[src/rtl/rrts_pkg.sv]
`timescale 1ns / 1ps
// shared types, sizes and helpers for the round-robin tick scheduler
// no dependencies
package rrts_pkg;

	localparam int MAX_TASKS  = 16;
	localparam int BURST_BITS = 16;
	localparam int TIME_BITS  = 32;
	localparam int SLICE_BITS = 8;
	localparam int ID_BITS    = $clog2(MAX_TASKS);
	localparam int CNT_BITS   = $clog2(MAX_TASKS + 1);

	localparam logic [SLICE_BITS-1:0] QUANTUM_RESET = SLICE_BITS'(4);

	typedef enum logic {
		OP_ARRIVE = 1'b0,
		OP_TICK   = 1'b1
	} op_e;

	typedef enum logic [1:0] {
		ST_IDLE,
		ST_POP,
		ST_EXEC
	} state_e;

	typedef struct packed {
		logic        opcode;
		logic [3:0]  task_id;
		logic [15:0] burst_length;
	} in_word_t;

	typedef struct packed {
		logic [3:0]  running_id;
		logic        idle;
		logic        finished;
		logic        preempted;
		logic [31:0] completion_time;
		logic        error;
	} out_word_t;

	typedef struct packed {
		logic               push;
		logic [ID_BITS-1:0] push_id;
		logic               pop;
	} q_cmd_t;

	typedef struct packed {
		logic [CNT_BITS-1:0] count;
		logic [ID_BITS-1:0]  head_id;
	} q_stat_t;

	function automatic logic [ID_BITS-1:0] next_slot(input logic [ID_BITS-1:0] p);
		logic [ID_BITS-1:0] r;
		if (32'(p) >= MAX_TASKS - 1) begin
			r = '0;
		end else begin
			r = p + 1'b1;
		end
		return r;
	endfunction

endpackage

[src/rtl/rrts_ram.sv]
`timescale 1ns / 1ps
// generic single-write, single-read memory with registered read data
// no dependencies
module rrts_ram #(
	parameter int WIDTH = 4,
	parameter int DEPTH = 16
) (
	input  logic                     clk,
	input  logic                     we,
	input  logic [$clog2(DEPTH)-1:0] waddr,
	input  logic [WIDTH-1:0]         wdata,
	input  logic [$clog2(DEPTH)-1:0] raddr,
	output logic [WIDTH-1:0]         rdata
);

	logic [WIDTH-1:0] mem [DEPTH];
	logic [WIDTH-1:0] rdata_q;

	always_ff @(posedge clk) begin
		if (we) begin
			mem[waddr] <= wdata;
		end
	end

	always_ff @(posedge clk) begin
		rdata_q <= mem[raddr];
	end

	assign rdata = rdata_q;

endmodule

[src/rtl/rrts_queue.sv]
`timescale 1ns / 1ps
// ready queue: circular fifo of task ids with head, tail and fill count
// depends on rrts_pkg and rrts_ram
module rrts_queue (
	input  logic            clk,
	input  logic            arst_n,
	input  rrts_pkg::q_cmd_t  cmd,
	output rrts_pkg::q_stat_t stat
);
	import rrts_pkg::*;

	logic [ID_BITS-1:0]  head_q;
	logic [ID_BITS-1:0]  tail_q;
	logic [CNT_BITS-1:0] count_q;
	logic [ID_BITS-1:0]  rd_id;

	// head entry is read on every cycle, so its id reaches stat through the registered read port
	rrts_ram #(
		.WIDTH(ID_BITS),
		.DEPTH(MAX_TASKS)
	) u_mem (
		.clk  (clk),
		.we   (cmd.push),
		.waddr(tail_q),
		.wdata(cmd.push_id),
		.raddr(head_q),
		.rdata(rd_id)
	);

	always_ff @(posedge clk or negedge arst_n) begin
		if (!arst_n) begin
			head_q  <= '0;
			tail_q  <= '0;
			count_q <= '0;
		end else begin
			if (cmd.push) begin
				tail_q <= next_slot(tail_q);
			end
			if (cmd.pop) begin
				head_q <= next_slot(head_q);
			end
			count_q <= count_q + CNT_BITS'(cmd.push) - CNT_BITS'(cmd.pop);
		end
	end

	assign stat.count   = count_q;
	assign stat.head_id = rd_id;

endmodule

[src/rtl/rrts_ctrl.sv]
`timescale 1ns / 1ps
// scheduler sequencer: running task, slice, time counter and result word
// depends on rrts_pkg
module rrts_ctrl (
	input  logic                             clk,
	input  logic                             arst_n,
	input  logic                             start,
	output logic                             busy,
	input  rrts_pkg::in_word_t               cmd,
	output logic                             done,
	output rrts_pkg::out_word_t              result,
	input  logic                             quantum_we,
	input  logic [7:0]                       quantum_wdata,
	output rrts_pkg::q_cmd_t                 q_cmd,
	input  rrts_pkg::q_stat_t                q_stat,
	output logic                             rem_we,
	output logic [rrts_pkg::ID_BITS-1:0]     rem_waddr,
	output logic [rrts_pkg::BURST_BITS-1:0]  rem_wdata,
	output logic [rrts_pkg::ID_BITS-1:0]     rem_raddr,
	input  logic [rrts_pkg::BURST_BITS-1:0]  rem_rdata
);
	import rrts_pkg::*;

	state_e                state_q, state_d;
	logic [ID_BITS-1:0]    cur_task_q;
	logic                  cur_valid_q;
	logic [SLICE_BITS-1:0] slice_q;
	logic [SLICE_BITS-1:0] quantum_q;
	logic                  pend_q;
	logic                  fwd_q;
	logic [TIME_BITS-1:0]  time_q;
	logic                  done_q;
	out_word_t             result_q;

	logic                  accept;
	logic                  is_tick;
	logic [CNT_BITS:0]     occupied;
	logic                  arr_ok;
	logic                  need_pop;
	logic [BURST_BITS-1:0] burst;
	logic [ID_BITS-1:0]    pop_id;
	logic [BURST_BITS-1:0] rem_new;
	logic [SLICE_BITS-1:0] slice_new;
	logic                  fin;
	logic                  pre;
	logic                  done_d;
	out_word_t             result_d;

	assign busy    = (state_q != ST_IDLE);
	assign accept  = start && !busy;
	assign is_tick = (cmd.opcode == OP_TICK);
	assign burst   = cmd.burst_length[BURST_BITS-1:0];

	// the running task and a pending requeue both hold a slot
	assign occupied = (CNT_BITS+1)'(q_stat.count) + (CNT_BITS+1)'(cur_valid_q)
		+ (CNT_BITS+1)'(pend_q);
	assign arr_ok = (burst != '0) && (32'(cmd.task_id) < MAX_TASKS)
		&& (32'(occupied) < MAX_TASKS);

	// a pending requeue implies no running task
	assign need_pop = !cur_valid_q && ((q_stat.count != '0) || pend_q);

	// empty queue at pop time means the head is the requeued task itself
	assign pop_id = fwd_q ? cur_task_q : q_stat.head_id;

	assign rem_new   = (rem_rdata == '0) ? '0 : rem_rdata - 1'b1;
	assign slice_new = slice_q - 1'b1;
	assign fin       = (rem_new == '0);
	assign pre       = !fin && (slice_new == '0);

	always_comb begin
		state_d = state_q;
		unique case (state_q)
			ST_IDLE: begin
				if (accept && is_tick) begin
					if (need_pop) begin
						state_d = ST_POP;
					end else if (cur_valid_q) begin
						state_d = ST_EXEC;
					end
				end
			end
			ST_POP:  state_d = ST_EXEC;
			ST_EXEC: state_d = ST_IDLE;
			default: state_d = ST_IDLE;
		endcase
	end

	always_comb begin
		q_cmd.push    = accept && (is_tick ? pend_q : arr_ok);
		q_cmd.push_id = is_tick ? cur_task_q : cmd.task_id[ID_BITS-1:0];
		q_cmd.pop     = accept && is_tick && need_pop;
		rem_we        = 1'b0;
		rem_waddr     = cmd.task_id[ID_BITS-1:0];
		rem_wdata     = burst;
		rem_raddr     = cur_task_q;
		done_d        = 1'b0;
		unique case (state_q)
			ST_IDLE: begin
				rem_we = accept && !is_tick && arr_ok;
				// arrivals and idle ticks answer at once
				done_d = accept && !(is_tick && (need_pop || cur_valid_q));
			end
			ST_POP: begin
				rem_raddr = pop_id;
			end
			ST_EXEC: begin
				rem_we    = 1'b1;
				rem_waddr = cur_task_q;
				rem_wdata = rem_new;
				done_d    = 1'b1;
			end
			default: begin
				rem_we = 1'b0;
			end
		endcase
	end

	always_comb begin
		result_d = '0;
		if (state_q == ST_EXEC) begin
			result_d.running_id      = 4'(cur_task_q);
			result_d.finished        = fin;
			result_d.preempted       = pre;
			result_d.completion_time = 32'(time_q);
		end else if (is_tick) begin
			result_d.idle            = 1'b1;
			result_d.completion_time = 32'(time_q + 1'b1);
		end else begin
			result_d.error = !arr_ok;
		end
	end

	always_ff @(posedge clk or negedge arst_n) begin
		if (!arst_n) begin
			quantum_q <= QUANTUM_RESET;
		end else if (quantum_we) begin
			quantum_q <= quantum_wdata;
		end
	end

	always_ff @(posedge clk or negedge arst_n) begin
		if (!arst_n) begin
			state_q     <= ST_IDLE;
			cur_task_q  <= '0;
			cur_valid_q <= 1'b0;
			slice_q     <= '0;
			pend_q      <= 1'b0;
			fwd_q       <= 1'b0;
			time_q      <= '0;
			done_q      <= 1'b0;
		end else begin
			state_q <= state_d;
			done_q  <= done_d;
			unique case (state_q)
				ST_IDLE: begin
					if (accept && is_tick) begin
						pend_q <= 1'b0;
						time_q <= time_q + 1'b1;
						if (need_pop) begin
							cur_valid_q <= 1'b1;
							slice_q     <= quantum_q;
							fwd_q       <= (q_stat.count == '0);
						end
					end
				end
				ST_POP: begin
					cur_task_q <= pop_id;
				end
				ST_EXEC: begin
					slice_q <= slice_new;
					if (fin || pre) begin
						cur_valid_q <= 1'b0;
					end
					if (pre) begin
						pend_q <= 1'b1;
					end
				end
				default: begin
					fwd_q <= 1'b0;
				end
			endcase
		end
	end

	// result word, no reset needed
	always_ff @(posedge clk) begin
		if ((state_q == ST_EXEC) || accept) begin
			result_q <= result_d;
		end
	end

	assign done   = done_q;
	assign result = result_q;

endmodule

[src/rtl/round_robin_tick_scheduler_unit.sv]
`timescale 1ns / 1ps
// top level of the round-robin tick scheduler
// depends on rrts_pkg, rrts_ram, rrts_queue and rrts_ctrl
//
//   channel  | signals                       | handshake
//   ---------+-------------------------------+------------------------------
//   command  | cmd (opcode, task_id, burst)  | taken when start && !busy
//   result   | result (id, flags, time, err) | done high for one cycle
//   config   | quantum_wdata                 | written when quantum_we
//
// an arrive word and a tick with nothing to run answer straight from idle; a
// tick that continues the running task goes through exec, and a tick that pops
// the queue through pop and then exec: the popped id comes out of the queue
// memory (or is the requeued task itself when the queue was empty) and then
// addresses the remaining-burst memory. done and the result word are registered.
// reset empties the queue and stops any task; the result side cannot stall.
module round_robin_tick_scheduler_unit (
	input  logic                clk,
	input  logic                arst_n,
	input  logic                start,
	output logic                busy,
	input  rrts_pkg::in_word_t  cmd,
	output logic                done,
	output rrts_pkg::out_word_t result,
	input  logic                quantum_we,
	input  logic [7:0]          quantum_wdata
);
	import rrts_pkg::*;

	q_cmd_t                q_cmd;
	q_stat_t               q_stat;
	logic                  rem_we;
	logic [ID_BITS-1:0]    rem_waddr;
	logic [BURST_BITS-1:0] rem_wdata;
	logic [ID_BITS-1:0]    rem_raddr;
	logic [BURST_BITS-1:0] rem_rdata;

	rrts_queue u_queue (
		.clk   (clk),
		.arst_n(arst_n),
		.cmd   (q_cmd),
		.stat  (q_stat)
	);

	// remaining burst per task id
	rrts_ram #(
		.WIDTH(BURST_BITS),
		.DEPTH(MAX_TASKS)
	) u_rem (
		.clk  (clk),
		.we   (rem_we),
		.waddr(rem_waddr),
		.wdata(rem_wdata),
		.raddr(rem_raddr),
		.rdata(rem_rdata)
	);

	rrts_ctrl u_ctrl (
		.clk          (clk),
		.arst_n       (arst_n),
		.start        (start),
		.busy         (busy),
		.cmd          (cmd),
		.done         (done),
		.result       (result),
		.quantum_we   (quantum_we),
		.quantum_wdata(quantum_wdata),
		.q_cmd        (q_cmd),
		.q_stat       (q_stat),
		.rem_we       (rem_we),
		.rem_waddr    (rem_waddr),
		.rem_wdata    (rem_wdata),
		.rem_raddr    (rem_raddr),
		.rem_rdata    (rem_rdata)
	);

endmodule

[config.mk]
export PLATFORM = sky130hd
export DESIGN_NAME = round_robin_tick_scheduler_unit
export DESIGN_NICKNAME = d
export VERILOG_FILES = /design/src/rtl/rrts_pkg.sv /design/src/rtl/rrts_ram.sv /design/src/rtl/rrts_queue.sv /design/src/rtl/rrts_ctrl.sv /design/src/rtl/round_robin_tick_scheduler_unit.sv
export SDC_FILE = /design/constraint.sdc
export NUM_CORES = 1
export LEC_CHECK = 0
export BUFFER_PORTS_ARGS = -buffer_cell sky130_fd_sc_hd__buf_2
export CAP_MARGIN = 0
export CELL_PAD_IN_SITES_DETAIL_PLACEMENT = 0
export CELL_PAD_IN_SITES_GLOBAL_PLACEMENT = 1
export CORE_UTILIZATION = 35
export CTS_CLUSTER_SIZE = 10
export DETAILED_ROUTE_END_ITERATION = 7
export GPL_ROUTABILITY_DRIVEN = 0
export HOLD_SLACK_MARGIN = 0.08
export PLACE_DENSITY_LB_ADDON = 0.1
export SLEW_MARGIN = 20
export SYNTH_ARGS = -nofsm -noshare
export SYNTH_HDL_FRONTEND = slang
export SYNTH_HIERARCHICAL = 1
export SYNTH_SLANG_ARGS = --single-unit
[constraint.sdc]
create_clock -name clk -period 3.9 [get_ports clk]
set_input_delay 0.78 -clock clk [delete_from_list [all_inputs] [get_ports clk]]
set_output_delay 0.78 -clock clk [all_outputs]
set_load 0.005 [all_outputs]
==> flow_summary.yaml <==
status:
  status: "complete, no violations"
clock_tree:
  htree_levels: 2
  cts_buffers: 52
  cts_tree: "yes"
  cts-root-buf: "clkbuf_16"
  cts_buffer_depth: 3
  ctsResizeCount: 0
  cts_sinks: 451
  post_cts_buffers: 0
  clkTransAtPathRegs_ns: 0.06
  clk-insertion-delay-late_ns: 0.61
  cts_hold_buf: 0
timing:
  drv_slew: 0
  min_period_ns: 3.210
  setup_viol: 0
  slew_headroom_pct: 25.53
  fin_tns_setup_ns: 0
  rsz0062_at_grt: "no"
  tightestPinTransition_ns: 1.117
  skew_ns: 0.01768
  hold_violations: 0
  period_share_pct: 82.32
  hold_ws_ns: 0.1987
  fmax_mhz: 311.5
floorplanning:
  initial_core_util_pct: 35.75
  rows: 84
  core_um2: 53080
  io_pins: 75
  dieArea_um2: 55150
  die_h_um: 234.8
  die_w_um: 234.8
synth:
  synth_area_leaders: "edfxtp_1 57%, dfrtp_1 9.2%, mux4_2 6.6%"
  async_reset_ff_share_pct: 15.74
  synth_top_area_cell: "edfxtp_1"
  ys_seq_elements: 451
  netlist.area_leader.share_pct: 56.97
  syn_inst: 1202
  synth.distinct_cells: 74
  synth_area_per_cell_um2: 15.79
  synth.most_common_cell: "edfxtp_1"
  syn-num-nets: 1251
  synth_area_um2: 18970
  yosys_warnings: 6
  synth_commonest_cells: "360 x edfxtp_1, 110 x nand2_1, 72 x nor2_1"
  synth-edff-count: 360
  ys_seq_area_share_pct: 68.45
  ys.flop_type: "edfxtp_1"
global_route:
  grt_overflow: 0
  grt.busiest_layer: "met2"
  grt_pass1_wl_um: 71700
  antenna_found_initial: 0
  grt_pass1_vias: 11110
  use_met1_pct: 24.21
  grt_usage_pct: 17.57
  grt_max_degree: 72
  use_met3_pct: 2.115
  met2_usage_pct: 28.71
routing:
  drtIter0Drc: 752
  ant_nets: 0
  wl_per_cell_um: 23.23
  drcViolationCount: 0
  dr.pass1.iters: 5
  vias: 10800
  totalWireLength_um: 47850
  vias_per_cell: 5.245
place:
  port_buffers: 74
  dp_hpwl_um: 30340
power:
  leakage_nw: 7.794
  vdd_drop_max_mv: 0.4484
  p_per_area_nw_per_um2: 771.7
  power.total_mw: 16.96
finish:
  fin_nets: 1377
  diodes: 0
  multi_input_area_um2: 5659
  seqCellArea_um2: 12990
  drive_above_1_share_pct: 21.72
  fill_cells: 4755
  utilization_pct: 41.40
  area_growth_pct: 15.81
hold_path:
  hold_class: "in -> async"
critical_path:
  cp-end-kind: "flop"
  cp_data_arrival_time_ns: 3.42
  cp.required_ns: 4.11
  start_kind: "flop"
  worstSetupPathType: "reg -> reg"
  worstPathMaxFanout: 16
job:
  cap_viol_max_count: 0
-- logic make-up (layout without fill, tap and decap cells) --
| group | count (synthesis) | in the layout | synth area share, % |
|---|---|---|---|
| XOR/XNOR | 51 | 51 | 2.354 |
| buffers and inverters | 81 | 251 | 2.077 |
| AO/OA/AOI/OAI | 165 | 165 | 5.796 |
| adder cells (fa/ha/maj) | 16 | 16 | 1.095 |
| multiplexers | 103 | 103 | 11.32 |
| AND/OR/NAND/NOR | 335 | 335 | 8.909 |
| flip-flops | 451 | 451 | 68.45 |
-- where the power goes --
| part | switching, mW | internal (mW) | total (mW) |
|---|---|---|---|
| Sequential | 0.511 | 6.66 | 7.17 |
| Clock | 1.92 | 2.54 | 4.47 |
| Combinational | 3.29 | 2.03 | 5.32 |
-- critical path, cell delays in order (launching register included) --
cell	delay, ns
dfrtp_1	0.44
ha_1	0.30
a21oi_1	0.13
nor2_1	0.06
nor3_1	0.20
nand2_1	0.15
nand2_1	0.17
or3b_2	0.53
nor2_2	0.84
-- cells in the final DEF (no fill, tap or decap), types with 5 or more instances in the layout --
| cell type | netlist | final |
|---|---|---|
| nand3_1 | 40 | 40 |
| buf_2 | 11 | 73 |
| a21oi_1 | 25 | 25 |
| nor3_1 | 21 | 17 |
| o2bb2ai_1 | 8 | 8 |
| o31ai_1 | 14 | 14 |
| and3_1 | 8 | 8 |
| clkbuf_1 | 23 | 37 |
| clkbuf_16 | 0 | 52 |
| a21o_1 | 10 | 10 |
| a22oi_1 | 37 | 37 |
| xor2_1 | 23 | 23 |
| inv_1 | 28 | 28 |
| and2_1 | 7 | 7 |
| nand4_1 | 14 | 14 |
| dfrtp_1 | 70 | 70 |
| buf_4 | 6 | 43 |
| o21ai_0 | 40 | 40 |
| mux2_2 | 20 | 19 |
| o21a_1 | 5 | 5 |
| o22ai_1 | 5 | 5 |
| nand2_1 | 110 | 109 |
| nand2b_1 | 5 | 5 |
| mux4_1 | 24 | 24 |
| buf_12 | 1 | 6 |
| edfxtp_1 | 360 | 360 |
| nor4_1 | 10 | 10 |
| and4_1 | 5 | 5 |
| dfxtp_1 | 20 | 20 |
| nor2b_1 | 10 | 10 |
| nor3_2 | 2 | 6 |
| ha_1 | 15 | 14 |
| nor2_2 | 0 | 12 |
| xnor2_1 | 28 | 28 |
| nor2_1 | 72 | 60 |
| mux4_2 | 56 | 56 |
-- final timing paths --
check,from,end,slack [ns],cells past startpoint
setup / recovery,u_ctrl/pend_q$_DFFE_PN0P_,u_rem/mem[3][12]$_DFFE_PP_,0.69,8
hold / removal,arst_n,u_ctrl/time_q[17]$_DFFE_PN0P_,0.20,1
setup reg to reg,u_ctrl/pend_q$_DFFE_PN0P_,u_rem/mem[3][12]$_DFFE_PP_,0.69,8
hold reg to reg,u_ctrl/quantum_q[3]$_DFFE_PN0P_,u_ctrl/quantum_q[3]$_DFFE_PN0P_,0.51,1
max in group asynchronous,arst_n,u_queue/tail_q[3]$_DFFE_PN0P_,3.17,1
min in group clk,quantum_wdata[4],u_ctrl/quantum_q[4]$_DFFE_PN0P_,0.41,2
-- final cells by class --
cell class,instances,share of cell area (%)
Clock buffer,91,6.679
Clock inverter,7,0.2961
Inverter,30,0.5125
Multi-Input combinational cell,670,25.75
Sequential cell,451,59.11
Tap cell,688,3.918
Timing Repair Buffer,123,3.730
-- registers in the layout (all words and copies together), names as in the netlist, 2 cells and up --
register,flops
u_ctrl/quantum_q,8
u_rem/rdata,16
u_queue/u_mem/mem,64
u_ctrl/state_q,2
u_rem/mem,256
u_ctrl/cur_task_q,4
u_queue/tail_q,4
u_ctrl/slice_q,8
u_ctrl/result,40
u_queue/head_q,4
u_ctrl/time_q,32
u_queue/u_mem/rdata,4
u_queue/count_q,5
-- per-layer routing --
metal,wire length [µm],part of all wire (%)
met1,22070,46
met2,23030,48
met3,1462,3.1
met4,1287,2.7
met5,0,0
-- stage by stage --
step                      worst slack (ns)  cell area [µm²]  cells
after global placement              0.2705            20430   1962
after global routing                0.3930            21970   2060
after CTS                           0.6067            21960   2060
after detailed placement            0.1949            20430   1962
final                               0.6897            21970   2060
after floorplan                     0.4692            18970   1202
Power figures use the tool's default switching activity.
